==> src/rtl/lkv_pkg.sv <==
package lkv_pkg;

  localparam int KEY_W = 32;
  localparam int VAL_W = 32;
  localparam int CAP_W = 5;

  localparam logic [CAP_W-1:0] CAP_RESET  = 5'd16;
  localparam logic             FUNC_GET   = 1'b0;
  localparam logic             FUNC_PUT   = 1'b1;
  localparam logic [VAL_W-1:0] MISS_VALUE = {VAL_W{1'b1}};

  // Broadcast control from the sequencer to every cell
  typedef struct packed {
    logic cap;  // latch compare result for the accepted word
    logic upd;  // apply the update this cycle
    logic hit;  // some valid cell matched the key
    logic put;  // word is a put
  } lkv_ctl_t;

endpackage

==> src/rtl/lkv_cell.sv <==
module lkv_cell (
  input  logic                      clk_i,
  input  logic                      rst_ni,
  input  lkv_pkg::lkv_ctl_t         ctl_i,
  input  logic [lkv_pkg::KEY_W-1:0] cmp_key_i,
  input  logic [lkv_pkg::KEY_W-1:0] prev_key_i,
  input  logic [lkv_pkg::VAL_W-1:0] prev_value_i,
  input  logic                      in_range_i,
  input  logic                      seen_i,
  output logic [lkv_pkg::KEY_W-1:0] key_o,
  output logic [lkv_pkg::VAL_W-1:0] value_o,
  output logic                      valid_o,
  output logic                      seen_o,
  output logic [lkv_pkg::VAL_W-1:0] sel_value_o
);

  logic [lkv_pkg::KEY_W-1:0] key_q;
  logic [lkv_pkg::VAL_W-1:0] value_q;
  logic                      valid_q;
  logic                      match_q;
  logic                      shift;
  logic                      valid_we;

  // Hit: cells up to the matching one shift back. Put miss: cells up to the
  // insert point shift back and the valid row is rebuilt.
  always_comb begin
    if (ctl_i.hit) begin
      shift = ctl_i.upd & ~seen_i;
    end else begin
      shift = ctl_i.upd & ctl_i.put & in_range_i;
    end
    valid_we = ctl_i.upd & ~ctl_i.hit & ctl_i.put;
  end

  always_ff @(posedge clk_i or negedge rst_ni) begin
    if (!rst_ni) begin
      valid_q <= 1'b0;
      match_q <= 1'b0;
    end else begin
      if (ctl_i.cap) begin
        match_q <= valid_q && (key_q == cmp_key_i);
      end
      if (valid_we) begin
        valid_q <= in_range_i;
      end
    end
  end

  always_ff @(posedge clk_i) begin
    if (shift) begin
      key_q   <= prev_key_i;
      value_q <= prev_value_i;
    end
  end

  assign key_o       = key_q;
  assign value_o     = value_q;
  assign valid_o     = valid_q;
  assign seen_o      = seen_i | match_q;
  assign sel_value_o = (match_q && !seen_i) ? value_q : '0;

endmodule

==> src/rtl/lru_key_value_cache.sv <==
// Channel  Direction  Handshake             Fields
// in       sink       in_valid_i/in_stall_o  func_i, key_i, put_value_i
// out      source     out_valid_o/out_stall_i hit_o, read_value_o
// cfg      sink       cfg_we_i               cfg_wdata_i (capacity)
//
// For each word, the accept edge compares the key against all cells at once;
// on a hit or put, the update edge shifts the cell row and loads the front cell.
// A get holds in the busy state while the output register is full and
// stalled. Reset empties the store and sets capacity to 16; no clearing pass.
module lru_key_value_cache #(
  parameter int ENTRIES = 16
) (
  input  logic                             clk_i,
  input  logic                             rst_ni,
  input  logic                             cfg_we_i,
  input  logic [lkv_pkg::CAP_W-1:0]        cfg_wdata_i,
  input  logic                             in_valid_i,
  output logic                             in_stall_o,
  input  logic                             func_i,
  input  logic signed [lkv_pkg::KEY_W-1:0] key_i,
  input  logic signed [lkv_pkg::VAL_W-1:0] put_value_i,
  output logic                             out_valid_o,
  input  logic                             out_stall_i,
  output logic                             hit_o,
  output logic signed [lkv_pkg::VAL_W-1:0] read_value_o
);

  localparam int FW = $clog2(ENTRIES + 1);
  localparam int CW = (FW > lkv_pkg::CAP_W) ? FW : lkv_pkg::CAP_W;

  localparam logic ST_IDLE = 1'b0;
  localparam logic ST_BUSY = 1'b1;

  logic                      state_q, state_d;
  logic [lkv_pkg::CAP_W-1:0] capacity_q;
  logic [FW-1:0]             fill_q;
  logic                      func_q;
  logic [lkv_pkg::KEY_W-1:0] key_q;
  logic [lkv_pkg::VAL_W-1:0] put_value_q;
  logic                      out_valid_q;
  logic                      hit_q;
  logic [lkv_pkg::VAL_W-1:0] read_value_q;

  logic                      accept;
  logic                      upd;
  logic                      found;
  logic [lkv_pkg::VAL_W-1:0] hit_value;
  logic [lkv_pkg::VAL_W-1:0] front_value;
  lkv_pkg::lkv_ctl_t         ctl;

  logic [CW-1:0] cap_x, eff_cap, eff_m1, fill_x, newfill_x;
  logic [FW-1:0] newfill;

  logic [lkv_pkg::KEY_W-1:0] cell_key   [ENTRIES+1];
  logic [lkv_pkg::VAL_W-1:0] cell_value [ENTRIES+1];
  logic [ENTRIES:0]          cell_seen;
  logic [lkv_pkg::VAL_W-1:0] sel_value  [ENTRIES];
  logic [ENTRIES-1:0]        cell_valid;
  logic [ENTRIES-1:0]        in_range;

  assign accept = in_valid_i && (state_q == ST_IDLE);
  assign upd    = (state_q == ST_BUSY) &&
                  !((func_q == lkv_pkg::FUNC_GET) && out_valid_q && out_stall_i);
  assign found  = cell_seen[ENTRIES];

  always_comb begin
    state_d = state_q;
    unique case (state_q)
      ST_IDLE: if (accept) state_d = ST_BUSY;
      ST_BUSY: if (upd) state_d = ST_IDLE;
      default: state_d = ST_IDLE;
    endcase
  end

  // Insert point of a put miss: min(fill, effective capacity - 1)
  always_comb begin
    cap_x = CW'(capacity_q);
    if (cap_x == '0) begin
      eff_cap = CW'(1);
    end else if (cap_x > CW'(ENTRIES)) begin
      eff_cap = CW'(ENTRIES);
    end else begin
      eff_cap = cap_x;
    end
    eff_m1    = eff_cap - CW'(1);
    fill_x    = CW'(fill_q);
    newfill_x = (fill_x < eff_m1) ? fill_x : eff_m1;
    newfill   = newfill_x[FW-1:0];
  end

  always_comb begin
    hit_value = '0;
    for (int i = 0; i < ENTRIES; i++) begin
      hit_value = hit_value | sel_value[i];
    end
  end

  assign front_value = (func_q == lkv_pkg::FUNC_PUT) ? put_value_q : hit_value;

  assign ctl.cap = accept;
  assign ctl.upd = upd;
  assign ctl.hit = found;
  assign ctl.put = (func_q == lkv_pkg::FUNC_PUT);

  assign cell_key[0]   = key_q;
  assign cell_value[0] = front_value;
  assign cell_seen[0]  = 1'b0;

  for (genvar g = 0; g < ENTRIES; g++) begin : g_cell
    assign in_range[g] = (FW'(g) <= newfill);

    lkv_cell u_cell (
      .clk_i        (clk_i),
      .rst_ni       (rst_ni),
      .ctl_i        (ctl),
      .cmp_key_i    (key_i),
      .prev_key_i   (cell_key[g]),
      .prev_value_i (cell_value[g]),
      .in_range_i   (in_range[g]),
      .seen_i       (cell_seen[g]),
      .key_o        (cell_key[g+1]),
      .value_o      (cell_value[g+1]),
      .valid_o      (cell_valid[g]),
      .seen_o       (cell_seen[g+1]),
      .sel_value_o  (sel_value[g])
    );
  end

  always_ff @(posedge clk_i or negedge rst_ni) begin
    if (!rst_ni) begin
      state_q     <= ST_IDLE;
      capacity_q  <= lkv_pkg::CAP_RESET;
      fill_q      <= '0;
      out_valid_q <= 1'b0;
    end else begin
      state_q <= state_d;
      if (cfg_we_i) begin
        capacity_q <= cfg_wdata_i;
      end
      if (upd && !found && (func_q == lkv_pkg::FUNC_PUT)) begin
        fill_q <= newfill + FW'(1);
      end
      if (upd && (func_q == lkv_pkg::FUNC_GET)) begin
        out_valid_q <= 1'b1;
      end else if (!out_stall_i) begin
        out_valid_q <= 1'b0;
      end
    end
  end

  always_ff @(posedge clk_i) begin
    if (accept) begin
      func_q      <= func_i;
      key_q       <= key_i;
      put_value_q <= put_value_i;
    end
    if (upd && (func_q == lkv_pkg::FUNC_GET)) begin
      hit_q        <= found;
      read_value_q <= found ? hit_value : lkv_pkg::MISS_VALUE;
    end
  end

  assign in_stall_o   = (state_q == ST_BUSY);
  assign out_valid_o  = out_valid_q;
  assign hit_o        = hit_q;
  assign read_value_o = read_value_q;

  a_result_from_get: assert property (@(posedge clk_i) disable iff (!rst_ni)
    $rose(out_valid_o) |-> $past(state_q == ST_BUSY && func_q == lkv_pkg::FUNC_GET))
    else $error("result word without a get");

  a_valid_prefix: assert property (@(posedge clk_i) disable iff (!rst_ni)
    (cell_valid & (cell_valid + ENTRIES'(1))) == '0)
    else $error("valid cells not contiguous from the front");

  a_fill_count: assert property (@(posedge clk_i) disable iff (!rst_ni)
    $countones(cell_valid) == int'(fill_q))
    else $error("fill count disagrees with valid cells");

endmodule

==> config.mk <==
export PLATFORM = sky130hd
export DESIGN_NAME = lru_key_value_cache
export DESIGN_NICKNAME = d
export VERILOG_FILES = /design/src/rtl/lkv_pkg.sv /design/src/rtl/lkv_cell.sv /design/src/rtl/lru_key_value_cache.sv
export SDC_FILE = /design/constraint.sdc
export NUM_CORES = 1
export LEC_CHECK = 0
export ABC_AREA = 1
export BUFFER_PORTS_ARGS = -buffer_cell sky130_fd_sc_hd__buf_2
export CAP_MARGIN = 30
export CORE_ASPECT_RATIO = 1.75
export CORE_UTILIZATION = 57
export DETAILED_ROUTE_END_ITERATION = 10
export PLACE_DENSITY_LB_ADDON = 0.15
export SLEW_MARGIN = 15
export SYNTH_ARGS = -nofsm -noshare
export SYNTH_HDL_FRONTEND = slang
export SYNTH_SLANG_ARGS = --single-unit
export TNS_END_PERCENT = 10
==> constraint.sdc <==
create_clock -name clk_i -period 7.7 [get_ports clk_i]
set_input_delay 1.155 -clock clk_i [delete_from_list [all_inputs] [get_ports clk_i]]
set_output_delay 1.155 -clock clk_i [all_outputs]
set_load 0.01 [all_outputs]
Word level (Yosys, flattened, before mapping)
Cells that the tools add are included.
{"block": "classes", "order_cmp": 18, "n_bitwise": 82, "add_sub_neg": 2, "reduce_logical": 56, "n_eq_ne": 17, "n_mux": 41}
{"op": "$mux 32", "count": 17}
{"op": "$eq 32x32->1", "count": 16}
{"op": "$or 32x32->32", "count": 15}
{"op": "$le 4x5->1 const A", "count": 8}
{"op": "$logic_and 1x1->1", "count": 38}
{"op": "$and 1x1->1", "count": 34}
{"op": "$le 3x5->1 const A", "count": 4}
{"op": "$mux 1", "count": 20}
{"op": "$not 1->1", "count": 18}
{"op": "$logic_not 1->1", "count": 17}
{"op": "$mux 5", "count": 3}
{"op": "$or 1x1->1", "count": 15}
{"op": "$le 1x5->1 const A", "count": 2}
{"op": "$le 2x5->1 const A", "count": 2}
{"op": "$add 5x1->5 const B", "count": 1}
{"op": "$gt 5x5->1 const B", "count": 1}
{"op": "$logic_not 5->1", "count": 1}
{"op": "$lt 5x5->1", "count": 1}
{"op": "$sub 5x1->5 const B", "count": 1}
{"op": "$ne 2x1->1 const B", "count": 1}
{"op": "$pmux 1 s2", "count": 1}
{"block": "word_totals", "out_inout_bits": 35, "word_cells": 289, "in_bits": 75, "reg_bits": 1166}

Depth between registers and ports, before layout
{"block": "depth", "word_depth": 19, "depth_mapped": 21, "mapped_depth_nobuf": 21}

Hierarchy
Synthesis repeated with hierarchy kept, for this count alone.
{"block": "hier_totals", "cells_unflattened": 4865, "area_unflattened_um2": 50713.6}
{"module": "lkv_cell", "cells_each": 271, "area_each_um2": 2830.2, "n_inst": 16, "seq_area_each_um2": 1971.9}
{"module": "lru_key_value_cache", "cells_each": 529, "area_each_um2": 5430.2, "n_inst": 1, "seq_area_each_um2": 3244.4}

Worst setup path before layout
No wires, ideal clock.
{"block": "synth_timing", "path_kind": "reg-to-reg", "startpoint": "register g_cell[0].u_cell.match_q", "endpoint": "register g_cell[15].u_cell.key_q (netlist bit g_cell[15].u_cell.key_o[0]), enable pin", "synth_period_minus_slack_ns": 6.989, "slack_ns": 0.711, "path_stages_with_launch": 12, "path_buffers": 2, "setup_ns": 0.575, "t_arrival_ns": 6.414, "t_required_ns": 7.125, "cell_sequence": "dfrtp_1 buf_6 nor2_4 nand4_4 nor3_4 nand4_4 nor2_8 nand3_4 nor2_4 clkbuf_1 nand3_1 o21ai_0"}
{"block": "synth_via", "elab_chain_len": 17, "word_cells_on_any_way": 18, "classes_between": "mux (1); bitwise (17)"}
{"item": "start, declared", "line_no": "lkv_cell.sv:20", "rtl": "logic match_q;"}
{"item": "start signal, assigned", "line_no": "lkv_cell.sv:41", "rtl": "match_q <= valid_q && (key_q == cmp_key_i);"}
{"item": "$or 1x1->1 * (14 in a row)", "line_no": "lkv_cell.sv:59", "rtl": "assign seen_o = seen_i | match_q;"}
{"item": "$not 1->1", "line_no": "lkv_cell.sv:28", "rtl": "shift = ctl_i.upd & ~seen_i;"}
{"item": "$and 1x1->1", "line_no": "lkv_cell.sv:28"}
{"item": "$mux 1 *", "line_no": "lkv_cell.sv:27", "rtl": "if (ctl_i.hit) begin"}
{"item": "net g_cell[15].u_cell.shift", "line_no": "lkv_cell.sv:21", "rtl": "logic shift;"}
{"item": "end signal, assigned", "line_no": "lkv_cell.sv:51", "rtl": "key_q <= prev_key_i;"}
{"item": "end, declared", "line_no": "lkv_cell.sv:17", "rtl": "logic [lkv_pkg::KEY_W-1:0] key_q;"}
Mark *: on every way through the listed nets, which the timed path passes. The rest lies on a longest branch.
A chain may end at the register's enable or synchronous reset.

Worst setup path after layout
{"block": "layout_timing", "startpoint": "register g_cell[2].u_cell.match_q", "endpoint": "register g_cell[9].u_cell.key_q (netlist bit g_cell[9].u_cell.key_o[12]), enable pin"}
{"block": "layout_via", "elab_chain_len": 15, "word_cells_on_any_way": 17, "classes_between": "mux (1); bitwise (16)"}
{"item": "start, declared", "line_no": "lkv_cell.sv:20"}
{"item": "start signal, assigned", "line_no": "lkv_cell.sv:41"}
{"item": "$or 1x1->1 * (7 in a row)", "line_no": "lkv_cell.sv:59"}
{"item": "$or 1x1->1 (7 in a row)", "line_no": "lkv_cell.sv:59"}
{"item": "$mux 1 *", "line_no": "lkv_cell.sv:27"}
{"item": "net g_cell[9].u_cell.shift", "line_no": "lkv_cell.sv:21"}
{"item": "end signal, assigned", "line_no": "lkv_cell.sv:51"}
{"item": "end, declared", "line_no": "lkv_cell.sv:17"}
Marks and branches as above.

==> insert_results.sql <==
INSERT INTO impl_metrics (metric_group, metric, value, unit) VALUES
('run_status', 'outcome', 'complete, no violations', ''),
('clocking', 'clkSinkCount', '1166', ''),
('synth', 'postSynthNetCount', '3751', ''),
('clocking', 'cts_hold_buf', '0', ''),
('sta', 'finalMaxSlewViolations', '0', ''),
('global_routing', 'grt_start_max_net_pins', '69', ''),
('routing', 'avgRoutedWirePerCell', '23.8', 'um'),
('clocking', 'worst_skew_pair.late_latency', '0.71', 'ns'),
('worst_setup_path', 'worst_path_max_delay_cell', 'nand2_1', ''),
('global_routing', 'track_usage', '28.3', '%'),
('placed_design', 'dpl.hpwl', '84600', 'um'),
('worst_setup_path', 'cell_breakdown_of_the_critical_path', 'buf_4 > inv_2 > nand4_4 > nor3_4 > nand4_4 > nor2_8 > nand3_4 > nor2_4 > buf_4 > nand3_4 > nand2_1 > inv_1 > nand2_1 > nand2_4 > buf_4', ''),
('pwr', 'power_density', '289', 'nW/um2'),
('placed_design', 'place_congestion', '0.885', ''),
('worst_setup_path', 'reg2reg_slack', '2.22', 'ns'),
('run', 'maxCapViolations', '0', ''),
('synth', 'dominantRegCellSynth', 'edfxtp_1', ''),
('synth', 'mean_instance_size_in_the_synthesized_netlist', '13.0', 'um2'),
('routing', 'detail_route.first_pass.iterations', '6', ''),
('die', 'core_region_area', '83200', 'um2'),
('sta', 'grt_setup_unrepaired', 'no', ''),
('finish', 'finalNetCount', '3854', ''),
('global_routing', 'initial_antenna_violation_count', '1', ''),
('die', 'num_io_pins', '110', ''),
('clocking', 'cts_tree', 'built', ''),
('sta', 'skew', '0.0259', 'ns'),
('worst_setup_path', 'critical_path_arrival', '5.88', 'ns'),
('sta', 'finalSetupViolCount', '0', ''),
('synth', 'synth.mux.area_fraction', '0', '%'),
('pwr', 'power.total', '15.4', 'mW'),
('die', 'initial_utilization', '57.5', '%'),
('clocking', 'cts_made_buffers', '101', ''),
('clocking', 'cts_max_path_buffers', '3', ''),
('global_routing', 'grt_overflow_total', '0', ''),
('routing', 'routed_via_density', '5.72', ''),
('sta', 'slew_headroom', '32.0', '%'),
('die', 'die-height', '385', 'um'),
('clocking', 'cts_setup_buffers', '0', ''),
('finish', 'ff_latch_area', '34800', 'um2'),
('sta', 'final.setup.tns', '0', 'ns'),
('placed_design', 'numPlacedInstances', '4736', ''),
('worst_setup_path', 'critical_path.n_buffers_inverters', '5', ''),
('synth', 'dominant_combinational_cell_family_by_area_after_synthesis', 'simple AND/OR/NAND/NOR gates', ''),
('sta', 'timing_hold_violations_final', '0', ''),
('finish', 'count_of_non_filler_cells_in_the_finished_layout', '4927', ''),
('routing', 'drtAntennaViolNets', '0', ''),
('routing', 'totalWireLength', '117000', 'um'),
('routing', 'detail_route.iter0.violations', '2010', ''),
('worst_setup_path', 'critical_path.startpoint_type', 'flip-flop', ''),
('synth', 'synth.yosys.warnings', '0', ''),
('routing', 'detailroute.via_count', '28193', ''),
('finish', 'combined_area_of_the_multi_input_logic_cells', '11700', 'um2'),
('finish', 'layout.core_utilization', '64.1', '%'),
('finish', 'fraction_of_final_layout_cells_with_drive_strength_greater_than_1', '12.2', '%'),
('worst_setup_path', 'critical-path-top-delay-family', 'simple AND/OR/NAND/NOR gates', ''),
('clocking', 'clk_root_buffer_cell', 'clkbuf_16', ''),
('sta', 'final.min_clock_period', '5.48', 'ns'),
('synth', 'seq_area_frac_synth', '72.7', '%'),
('worst_setup_path', 'worst_ep_required_time', '8.11', 'ns'),
('synth', 'postSynth.asyncResetShare', '3.77', '%'),
('synth', 'ys_ff_latch', '1166', ''),
('worst_setup_path', 'timing.setup.critical_path_class', 'reg2reg', ''),
('clocking', 'clkTransAtPathRegs', '0.07', 'ns'),
('worst_setup_path', 'max_stage_delay', '0.74', 'ns'),
('placed_design', 'placement.io_buffers', '109', ''),
('synth', 'synth_area', '47900', 'um2'),
('synth', 'area_fraction_in_and_or_nand_and_nor_cells_after_synthesis', '16.3', '%'),
('clocking', 'post_cts_resized', '0', ''),
('sta', 'fmaxAchievable', '183', 'MHz'),
('synth', 'synth_cells', '3674', ''),
('synth', 'post_synth_fa_ha_maj_area_fraction', '0.0523', '%');
[per-stage QoR]
stage          setup WS [ns]  hold WS [ns]  instance area, um2
6_report                2.22         0.412               53300
5_1_grt                 1.97         0.420               53300
4_1_cts                 2.26         0.419               53200
3_5_place_dp            2.27         0.405               49800
3_3_place_gp            2.03         0.402               49600
2_1_floorplan          0.711         0.400               47900
[layout by cell type (no fill, tap or decap), drive strengths merged, types with 129 or more instances in the layout]
cell / n
nand4: 185
xnor2: 203
xor2: 169
clkbuf: 129
edfxtp: 1122
buf: 168
inv: 245
nand3: 404
nor2: 325
nand2: 538
[registers in the layout (all words and copies together), names as in the netlist]
register / count
in_stall_o: 1
g_cell.u_cell.value_o: 512
hit_o: 1
key_q: 32
out_valid_o: 1
func_q: 1
g_cell.u_cell.match_q: 16
cap_x: 5
read_value_o: 32
put_value_q: 32
g_cell.u_cell.valid_o: 16
fill_q: 5
g_cell.u_cell.key_o: 512
[cell families after synthesis]
family,after synthesis
AND/OR/NAND/NOR,1658
buffers and inverters,410
AO/OA/AOI/OAI,66
XOR/XNOR,372
flip-flops,1166
adder cells (fa/ha/maj),2
[final cells by class]
cell class                      count  area share (%)
Sequential cell                  1166            65.3
Multi-Input combinational cell   2098            21.9
Clock buffer                      129            5.08
Tap cell                         1065            2.50
Timing Repair Buffer              168            2.19
Inverter                          242            1.71
Clock inverter                     58            1.30
Antenna cell                        1         0.00470
[final timing paths]
| kind | startpoint | endpoint | cells after the start |
|---|---|---|---|
| min reg2reg | key_q[10] | g_cell[0].u_cell.key_o[10] | 0 |
| max | g_cell[2].u_cell.match_q | g_cell[9].u_cell.key_o[12] | 15 |
| min in group asynchronous | rst_ni | cap_x[2] | 2 |
| min | key_q[10] | g_cell[0].u_cell.key_o[10] | 0 |
| max reg2reg | g_cell[2].u_cell.match_q | g_cell[9].u_cell.key_o[12] | 15 |
| max in group asynchronous | rst_ni | g_cell[2].u_cell.match_q | 2 |
[per-layer routing]
layer / GRT usage (%) / part of all wire [%] / vias up
li1: - / - / 13120
met1: 30.8 / 35 / 14026
met2: 53.9 / 55 / 823
met3: 3.43 / 4.6 / 224
met4: 14.6 / 5.2 / 0
met5: 0 / 0 / -
[synth_stat cells (3+ instances only)]
cell       instances  area share (%)
edfxtp_1        1122              70
nand2_1          538             4.2
nand3_1          402             4.2
nor2_1           319             2.5
inv_1            236             1.9
xnor2_1          203             3.7
nand4_1          183             2.4
xor2_1           169             3.1
clkbuf_1         124            0.97
or2_2            111             1.5
nor4_1            48            0.63
dfrtp_1           43             2.2
o21ai_0           38            0.40
nor3_1            31            0.32
buf_1             29            0.23
buf_2             12            0.13
nor3b_1            6           0.094
o2111ai_1          5           0.092
o21ai_1            5           0.052
a2111oi_0          4           0.073
inv_2              4           0.031
a21oi_1            3           0.031
and3_1             3           0.039
o22ai_1            3           0.039
[power by group]
group          switching, mW  total (mW)  internal, mW  leakage, nW
registers              0.487        8.57          8.08         10.7
logic                   1.14        1.57         0.432         6.55
clock network           2.29        5.28          2.99         1.66
total                   3.91        15.4          11.5         18.9
Power figures use the tool's default switching activity.
